--- src/sv/b62txt_pkg.sv ---
`default_nettype none

package b62txt_pkg;

    localparam int unsigned VALUE_W   = 32;
    localparam int unsigned CHAR_W    = 7;
    localparam int unsigned BL_W      = 7;
    localparam int unsigned DIG_W     = 6;
    localparam int unsigned MAX_DIG   = 6;
    localparam int unsigned CNT_W     = 3;
    localparam int unsigned QUO_W     = 27;
    localparam int unsigned PROD_W    = 64;
    localparam int unsigned RECIP_SH  = 37;

    // floor(2^37 / 62): quotient estimate is exact or one short
    localparam logic [VALUE_W-1:0] RECIP_62   = 32'd2216757314;
    localparam logic [DIG_W:0]     RADIX      = 7'd62;
    localparam logic [BL_W-1:0]    BL_RESET   = 7'd64;
    localparam logic [CHAR_W-1:0]  CHAR_MINUS = 7'h2d;
    localparam logic [CHAR_W-1:0]  CHAR_NONE  = 7'h00;

    typedef struct packed {
        logic load;
        logic mul;
        logic fix;
        logic emit;
    } t_cmd;

    typedef struct packed {
        logic quo_zero;
        logic last;
    } t_stat;

    // digit values 0..61 map to 0-9, a-z, A-Z
    function automatic logic [CHAR_W-1:0] digit_char(input logic [DIG_W-1:0] d);
        logic [CHAR_W-1:0] dx;
        dx = {1'b0, d};
        if (dx < 7'd10) begin
            digit_char = dx + 7'h30;
        end else if (dx < 7'd36) begin
            digit_char = dx + 7'd87;
        end else begin
            digit_char = dx + 7'd29;
        end
    endfunction

endpackage

`default_nettype wire

--- src/sv/int_to_base62_text_top.sv ---
`default_nettype none

// Base-62 text encoder. Each request carries a signed 32-bit value; the block
// returns its text one character per result, most significant digit first,
// with '-' ahead of negative values and is_last on the final character. The
// most negative value encodes its full magnitude of 2^31. If the text has
// buffer_length or more characters, a single result with too_long set and a
// zero character code is returned instead. Digits come from a divide-by-62
// unit built on a 32x32 reciprocal multiply followed by a correction step,
// least significant first; characters are then sent from a six-entry digit
// store. The next request is taken while the last character still waits in
// the output register. The buffer_length register resets to 64 and may be
// written at any time the block is idle.
module int_to_base62_text_top (
    input  wire logic                            i_clk,
    input  wire logic                            i_rst_n,
    input  wire logic                            i_cfg_valid,
    output logic                                 o_cfg_ready,
    input  wire logic [b62txt_pkg::BL_W-1:0]     i_cfg_data,
    input  wire logic                            i_valid,
    output logic                                 o_ready,
    input  wire logic signed [b62txt_pkg::VALUE_W-1:0] i_value,
    output logic                                 o_valid,
    input  wire logic                            i_ready,
    output logic [b62txt_pkg::CHAR_W-1:0]        o_char_code,
    output logic                                 o_is_last,
    output logic                                 o_too_long
);
    import b62txt_pkg::*;

    t_cmd  cmd;
    t_stat stat;

    assign o_cfg_ready = 1'b1;

    b62txt_ctrl u_ctrl (
        .i_clk   (i_clk),
        .i_rst_n (i_rst_n),
        .i_valid (i_valid),
        .o_ready (o_ready),
        .o_valid (o_valid),
        .i_ready (i_ready),
        .i_stat  (stat),
        .o_cmd   (cmd)
    );

    b62txt_dp u_dp (
        .i_clk       (i_clk),
        .i_rst_n     (i_rst_n),
        .i_cfg_we    (i_cfg_valid),
        .i_cfg_data  (i_cfg_data),
        .i_value     (i_value),
        .i_cmd       (cmd),
        .o_stat      (stat),
        .o_char_code (o_char_code),
        .o_is_last   (o_is_last),
        .o_too_long  (o_too_long)
    );

    a_err_alone: assert property (@(posedge i_clk) disable iff (!i_rst_n)
        o_valid && o_too_long |-> o_is_last && o_char_code == CHAR_NONE)
        else $error("error result not alone");

    a_char_nonzero: assert property (@(posedge i_clk) disable iff (!i_rst_n)
        o_valid && !o_too_long |-> o_char_code != CHAR_NONE)
        else $error("character result with null code");

    a_busy_after_req: assert property (@(posedge i_clk) disable iff (!i_rst_n)
        i_valid && o_ready |=> !o_ready)
        else $error("request taken while busy");

endmodule

`default_nettype wire

--- src/sv/b62txt_dp.sv ---
`default_nettype none

module b62txt_dp (
    input  wire logic                          i_clk,
    input  wire logic                          i_rst_n,
    input  wire logic                          i_cfg_we,
    input  wire logic [b62txt_pkg::BL_W-1:0]   i_cfg_data,
    input  wire logic [b62txt_pkg::VALUE_W-1:0] i_value,
    input  wire b62txt_pkg::t_cmd              i_cmd,
    output b62txt_pkg::t_stat                  o_stat,
    output logic [b62txt_pkg::CHAR_W-1:0]      o_char_code,
    output logic                               o_is_last,
    output logic                               o_too_long
);
    import b62txt_pkg::*;

    logic [BL_W-1:0]    r_bl;
    logic [VALUE_W-1:0] r_mag;
    logic               r_neg;
    logic               r_sign_pend;
    logic [QUO_W-1:0]   r_qest;
    logic [DIG_W-1:0]   r_dig [MAX_DIG];
    logic [CNT_W-1:0]   r_ndig;
    logic [CNT_W-1:0]   r_idx;
    logic [CHAR_W-1:0]  r_char;
    logic               r_last;
    logic               r_long;

    logic [PROD_W-1:0]  prod;
    logic [VALUE_W:0]   q62;
    logic [VALUE_W:0]   rem_full;
    logic               rem_over;
    logic [QUO_W-1:0]   n_quo;
    logic [DIG_W-1:0]   n_digit;
    logic [CNT_W-1:0]   txt_len;
    logic               too_long;
    logic               emit_last;

    always_comb begin
        prod     = PROD_W'(r_mag) * PROD_W'(RECIP_62);
        q62      = {r_qest, 6'b0}
                 - {(VALUE_W - QUO_W)'(0), r_qest, 1'b0};
        rem_full = {1'b0, r_mag} - q62;
        rem_over = rem_full[DIG_W:0] >= RADIX;
        n_quo    = rem_over ? r_qest + QUO_W'(1) : r_qest;
        n_digit  = rem_over ? DIG_W'(rem_full[DIG_W:0] - RADIX) : rem_full[DIG_W-1:0];
        txt_len  = r_ndig + CNT_W'(r_neg);
        too_long = {(BL_W - CNT_W)'(0), txt_len} >= r_bl;
        emit_last = too_long || (!r_sign_pend && r_idx == '0);
        o_stat.quo_zero = n_quo == '0;
        o_stat.last     = emit_last;
    end

    always_ff @(posedge i_clk) begin
        if (!i_rst_n) begin
            r_bl <= BL_RESET;
        end else if (i_cfg_we) begin
            r_bl <= i_cfg_data;
        end
    end

    always_ff @(posedge i_clk) begin
        if (i_cmd.load) begin
            r_neg       <= i_value[VALUE_W-1];
            r_sign_pend <= i_value[VALUE_W-1];
            r_mag       <= i_value[VALUE_W-1] ? ~i_value + VALUE_W'(1) : i_value;
            r_ndig      <= '0;
        end
        if (i_cmd.mul) begin
            r_qest <= prod[PROD_W-1:RECIP_SH];
        end
        if (i_cmd.fix) begin
            r_dig[r_ndig] <= n_digit;
            r_ndig        <= r_ndig + CNT_W'(1);
            r_idx         <= r_ndig;
            r_mag         <= {(VALUE_W - QUO_W)'(0), n_quo};
        end
        if (i_cmd.emit) begin
            r_last <= emit_last;
            r_long <= too_long;
            if (too_long) begin
                r_char <= CHAR_NONE;
            end else if (r_sign_pend) begin
                r_char      <= CHAR_MINUS;
                r_sign_pend <= 1'b0;
            end else begin
                r_char <= digit_char(r_dig[r_idx]);
                r_idx  <= r_idx - CNT_W'(1);
            end
        end
    end

    assign o_char_code = r_char;
    assign o_is_last   = r_last;
    assign o_too_long  = r_long;

endmodule

`default_nettype wire

--- src/sv/b62txt_ctrl.sv ---
`default_nettype none

module b62txt_ctrl (
    input  wire logic               i_clk,
    input  wire logic               i_rst_n,
    input  wire logic               i_valid,
    output logic                    o_ready,
    output logic                    o_valid,
    input  wire logic               i_ready,
    input  wire b62txt_pkg::t_stat  i_stat,
    output b62txt_pkg::t_cmd        o_cmd
);
    import b62txt_pkg::*;

    localparam logic [1:0] S_IDLE = 2'd0;
    localparam logic [1:0] S_MUL  = 2'd1;
    localparam logic [1:0] S_FIX  = 2'd2;
    localparam logic [1:0] S_EMIT = 2'd3;

    logic [1:0] r_state;
    logic [1:0] n_state;
    logic       r_out_valid;
    logic       n_out_valid;
    logic       slot_free;

    always_comb begin
        slot_free   = !r_out_valid || i_ready;
        o_cmd       = '0;
        n_state     = r_state;
        n_out_valid = r_out_valid && !i_ready;
        case (r_state)
            S_IDLE: begin
                if (i_valid) begin
                    o_cmd.load = 1'b1;
                    n_state    = S_MUL;
                end
            end
            S_MUL: begin
                o_cmd.mul = 1'b1;
                n_state   = S_FIX;
            end
            S_FIX: begin
                o_cmd.fix = 1'b1;
                n_state   = i_stat.quo_zero ? S_EMIT : S_MUL;
            end
            S_EMIT: begin
                if (slot_free) begin
                    o_cmd.emit  = 1'b1;
                    n_out_valid = 1'b1;
                    if (i_stat.last) begin
                        n_state = S_IDLE;
                    end
                end
            end
            default: begin
                n_state = S_IDLE;
            end
        endcase
    end

    always_ff @(posedge i_clk) begin
        if (!i_rst_n) begin
            r_state     <= S_IDLE;
            r_out_valid <= 1'b0;
        end else begin
            r_state     <= n_state;
            r_out_valid <= n_out_valid;
        end
    end

    assign o_ready = r_state == S_IDLE;
    assign o_valid = r_out_valid;

endmodule

`default_nettype wire
--- config.mk ---
export PLATFORM = sky130hd
export DESIGN_NAME = int_to_base62_text_top
export DESIGN_NICKNAME = d
export VERILOG_FILES = /design/src/sv/b62txt_pkg.sv /design/src/sv/int_to_base62_text_top.sv /design/src/sv/b62txt_dp.sv /design/src/sv/b62txt_ctrl.sv
export SDC_FILE = /design/constraint.sdc
export NUM_CORES = 1
export LEC_CHECK = 0
export BUFFER_PORTS_ARGS = -buffer_cell sky130_fd_sc_hd__buf_2
export CORE_MARGIN = 4
export CORE_UTILIZATION = 58
export DETAILED_ROUTE_END_ITERATION = 7
export GPL_ROUTABILITY_DRIVEN = 0
export GPL_TIMING_DRIVEN = 0
export PLACE_DENSITY = 0.76
export SYNTH_ARGS = -nofsm -noshare
export SYNTH_HDL_FRONTEND = slang
export SYNTH_HIERARCHICAL = 1
export SYNTH_SLANG_ARGS = --single-unit
--- constraint.sdc ---
create_clock -name i_clk -period 11.18 [get_ports i_clk]
set_clock_uncertainty 0.15 [all_clocks]
set_input_delay 1.677 -clock i_clk [delete_from_list [all_inputs] [get_ports i_clk]]
set_output_delay 1.677 -clock i_clk [all_outputs]
set_load 0.005 [all_outputs]
# == Word-level counts from Yosys, hierarchy flattened ==
# Memory sizes are Yosys's and may differ from the RTL's. A register that Yosys moved wholly into a read port is not among the register bits.
# Cells that the tools add are included.
# op_classes
n_addsub,11
n_mul,1
order_cmp,4
n_eq_ne,6
mux,33
bitwise_logic,1
reduce_logical,13
# op_table
op,count
27-bit two-way mux,3
"32-bit by 31-bit multiplier with 63-bit output, second input constant",1
"32-bit by 1-bit adder with 32-bit output, second input constant",1
32-bit two-way mux,1
32-bit NOT,1
"27-bit by 1-bit adder with 27-bit output, second input constant",1
27-bit logical NOT,1
3-bit two-way mux,6
1-bit two-way mux,14
7-bit two-way mux,2
7-bit subtractor,2
6-bit two-way mux,2
2-bit two-way mux,4
2-bit case mux with 4 select lines,1
"6-bit by 5-bit adder with 7-bit output, second input constant",1
"6-bit by 6-bit adder with 7-bit output, second input constant",1
"6-bit by 7-bit adder with 7-bit output, second input constant",1
3-bit by 7-bit >= comparator with 1-bit output,1
"7-bit by 6-bit >= comparator with 1-bit output, second input constant",1
"6-bit by 4-bit < comparator with 1-bit output, second input constant",1
"6-bit < comparator, second input constant",1
"6-bit subtractor, second input constant",1
"2-bit == test, second input constant",2
"2-bit by 1-bit != test with 1-bit output, second input constant",2
13 further kinds,17
# totals
reg_bits,86
ramBits,36
output_inout_bits,12
mem_count,1
# memory_table
name,depth,width,read_ports,rd_ports_with_merged_regs,wr,line,source
u_dp.r_dig,6,6,1,1,1,b62txt_dp.sv:22,logic [DIG_W-1:0] r_dig [MAX_DIG];

# == Logic depth before layout (Yosys ltp) ==
# depth
word_depth,7
mapped_depth,23
depth_no_buf,22

# == Modules after synthesis ==
# Netlist, hierarchy kept.
# by_module_without_submodules
mod,n_inst,cells_per_inst,area_per_inst_um2
b62txt_dp,1,1414,14126.0
b62txt_ctrl,1,18,160.2
int_to_base62_text_top,1,2,11.3

# == Worst setup path after synthesis ==
# No wires, ideal clock.
# synth_path
kind,flip-flop to flip-flop
from,register u_dp.r_mag[4]
to,"register u_dp.r_qest[26], data pin"
setup_ns,0.271
arrival_time_ns,5.718
required_time_ns,10.759
setup_slack_ns,5.040
stages_incl_launch_ff,22
n_path_buf,0
period_less_slack_ns,6.140
path_cell_list,edfxtp_1 -> ha_1 -> ha_1 -> xor2_1 -> ha_1 -> or2_2 -> fa_1 -> inv_1 -> fa_1 -> inv_1 -> fa_1 -> ha_1 -> ha_1 -> and4_1 -> a221oi_1 -> nand2_1 -> o21ai_0 -> o211ai_1 -> a41oi_1 -> o21ai_0 -> mux2i_1 -> o2111ai_1
# synth_between
elab_chain_cells,1
# synth_rtl
item,line,source
from (decl),b62txt_dp.sv:18,logic [VALUE_W-1:0] r_mag;
from (signal assigned),b62txt_dp.sv:66,r_mag <= i_value[VALUE_W-1] ? ~i_value + VALUE_W'(1) : i_value;
from (signal assigned),b62txt_dp.sv:76,"r_mag <= {(VALUE_W - QUO_W)'(0), n_quo};"
32-bit by 31-bit multiplier with 63-bit output,b62txt_dp.sv:40,prod = PROD_W'(r_mag) * PROD_W'(RECIP_62);
via u_dp.prod[63],b62txt_dp.sv:29,logic [PROD_W-1:0] prod;
to (signal assigned),b62txt_dp.sv:70,r_qest <= prod[PROD_W-1:RECIP_SH];
to (decl),b62txt_dp.sv:21,logic [QUO_W-1:0] r_qest;
# The timed path passes the listed nets, and every way through them passes these cells.
# A chain may end at the register's enable or synchronous reset.

# == Final worst setup path ==
# Same ends and word-level chain as after synthesis.

==> run metrics <==
Worst R2R Setup Slack=3.72 ns; post-CTS sizing=0; area grow syn2layout=8.84%; reg2reg path depth=21; share of cells above drive strength 1=8.03%; number of iterations in the first detailed-routing pass=5; CP Launch Point=u_dp/r_mag[4]$_DFFE_PP_; diode count=0; Hold Startpoint=u_dp/r_bl[6]$_SDFFE_PN1P_; Worst slew margin=between 30% and 40%; Die X=165 um; CP max stage delay=between 0.7 and 0.8 ns; I/O pin total=56; clk sinks=122; vias in the first global route=11.1k; Die Span Y=165 um; Cell Rows=57; Worst Hold Path EP=u_dp/r_bl[6]$_SDFFE_PN1P_; startpoint types=flip-flop; deepest clock path buffer count=2; Final setup viols=0; Peak Freq=134 MHz; Mapped Cells=1,434; Tcrit/Tclk final=66.7%; Post-synth ARST share=0%; DIE AREA=27,200 um2; RSZ-0062 raised after global routing=false; Most Frequent Cell on Critical Path=ha_1; commonest non-fill, non-tap cells in the layout=ha_1, inv_1, fa_1, edfxtp_1, nor2_1; Worst R2R Start=u_dp/r_mag[4]$_DFFE_PP_; H-tree depth=4; Synth Warn #=6; DR WL/cell=18.9 um; Overflow after GRT=0; Vias=around 11k; Detail Route Antenna Nets=0; Initial Utilization=58.8%; GRT Total Usage=26.6%; Vias per Instance=slightly below 6; Slowest cell on crit path=o21ai_0; Nets=1,925; Clock Tree Root=clkbuf_16; critical setup path kind=flip-flop to flip-flop; CTS tree=built; Least-Margin Pin Slew=1.04 ns; # port buffers=53; ys flop type=edfxtp_1; worst r2r dst=u_dp/r_qest[26]$_DFFE_PP_; first-pass GRT wire length=56.4 mm; Crit. End Element=flip-flop; Seq cells post-synth=roughly 120; initial antenna violation count=0; setup bufs post-CTS=0; Post-CTS Hold Buffers=0; worst-skew pair later-pin latency=0.41 ns; Synth Cell Area=14,300 um2; Post-synth EDFFs=between 100 and 150; crit path time final=roughly 7.5 ns; total CTS buffers=17; CP arrival=between 7 and 8 ns; Core ar.=24,300 um2; crit-path max FO=5; Netlist cell types=77; commonest non-fill, non-tap cell in the layout=ha_1; post-DP HPWL=between 20 and 30 mm; DRC=0; min-delay worst type=flip-flop to flip-flop; syn nets=1,852; post-layout util=64.0%; Mapped Avg Cell Area=9.97 um2; WL final=34.8 mm; Fin Setup TNS=0 ns; Max-Cap Viols=0; status=completed; Starting DRT DRC Count=826; clock slew at reported path FFs=0.06 ns; Hold Path Depth=2; Seq/Total Area, Yosys=approximately a quarter; critical-path cell list=ha_1, ha_1, xor2_1, ha_1, or2_2, fa_1, inv_1, fa_1, inv_1, fa_1, ha_1, ha_1, and4_1, a221oi_1, nand2_1, o21ai_0, o211ai_1, a41oi_1, o21ai_0, mux2i_1, o2111ai_1; largest net degree at the start of global routing=31; Critical Path RT=11.18 ns; Slew Limit Fails=0; final hold violation count=0
==> flip-flops by register name, indices dropped and copies added, names as in the netlist <==
name,count
u_dp/r_dig,36
u_dp/o_is_last,1
u_dp/r_idx,3
u_dp/r_sign_pend,1
u_ctrl/r_state,2
u_dp/o_too_long,1
u_dp/r_neg,1
u_dp/o_char_code,7
u_ctrl/o_valid,1
u_dp/r_mag,32
u_dp/r_qest,27
u_dp/r_ndig,3
u_dp/r_bl,7
==> critical path: cells and delay by family (launching register included) <==
family / cells / cell delay (ns)
fa+ha+maj: 8 / 3.08
compound gates: 6 / 2.26
simple gates: 3 / 0.65
xor+xnor: 1 / 0.23
buf+inv: 2 / 0.12
mux: 1 / 0.21
flops: 1 / 0.50
==> cells by family (layout without fill, tap and decap cells) <==
family,count (synthesis),count (layout),synth area share [%]
AO/OA/AOI/OAI,225,225,10.4
XOR/XNOR,97,97,5.94
adder cells (fa/ha/maj),374,374,38.3
buffers and inverters,290,376,7.73
flip-flops,122,122,24.3
multiplexers,28,28,2.54
other,1,1,0.0262
AND/OR/NAND/NOR,297,297,10.8
==> how the worst max path moves through the flow <==
| stage | to | slack (ns) | cells after the start |
|---|---|---|---|
| floorplan | u_dp/r_qest[26]$_DFFE_PP_ | 5.04 | 21 |
| global placement | u_dp/r_qest[26]$_DFFE_PP_ | 3.91 | 21 |
| detailed placement | u_dp/r_qest[26]$_DFFE_PP_ | 3.80 | 21 |
| CTS | u_dp/r_qest[26]$_DFFE_PP_ | 3.76 | 21 |
| global route | u_dp/r_qest[26]$_DFFE_PP_ | 3.46 | 21 |
| finish | u_dp/r_qest[26]$_DFFE_PP_ | 3.72 | 21 |
==> cell type report <==
class | count | area, um2
Tap cell | 324 | 405
Multi-Input combinational cell | 1022 | 9720
Timing Repair Buffer | 54 | 280
Fill cell | 1928 | 8760
Clock inverter | 14 | 146
Clock buffer | 18 | 429
Inverter | 259 | 972
Buffer | 31 | 133
Sequential cell | 122 | 3470
==> layer usage <==
| metal | GRT usage, % | vias up | share of wire, % |
|---|---|---|---|
| met4 | 11.7 | 0 | 4.8 |
| met1 | 33.8 | 5201 | 41 |
| li1 | - | 5093 | - |
| met2 | 44.9 | 397 | 49 |
| met5 | 0 | - | 0 |
| met3 | 4.37 | 95 | 5.8 |
==> synthesized netlist by cell type, types with 9 or more instances <==
library cell,n,area share [%]
a31oi_1,9,0.39
nand4_1,12,0.53
nor2_1,74,1.9
a21oi_1,68,2.4
nand3_1,26,0.91
inv_1,259,6.8
o31ai_1,11,0.58
nand2b_1,11,0.48
xor2_1,30,1.8
a21o_1,25,1.3
nor3_1,18,0.63
clkbuf_1,25,0.66
nor2b_1,16,0.70
a211oi_1,17,0.89
and3_1,11,0.48
mux2i_1,16,1.1
nand2_1,69,1.8
fa_1,106,15
edfxtp_1,103,22
ha_1,268,23
or3_1,11,0.48
o21ai_0,35,1.2
xnor2_1,67,4.1
dfxtp_1,19,2.7
==> stage by stage <==
step	setup slack, ns	std cells	area [um2]	hold WS, ns
finish	3.72	1844	15600	0.349
global route	3.46	1844	15600	0.389
CTS	3.76	1844	15600	0.349
detailed placement	3.80	1812	15000	0.334
global placement	3.91	1811	15000	0.317
floorplan	5.04	1434	14300	0.292
Power is left out: the tool's default activity adds up to more than one toggle a clock period on the data nets, which glitch-free logic cannot reach.
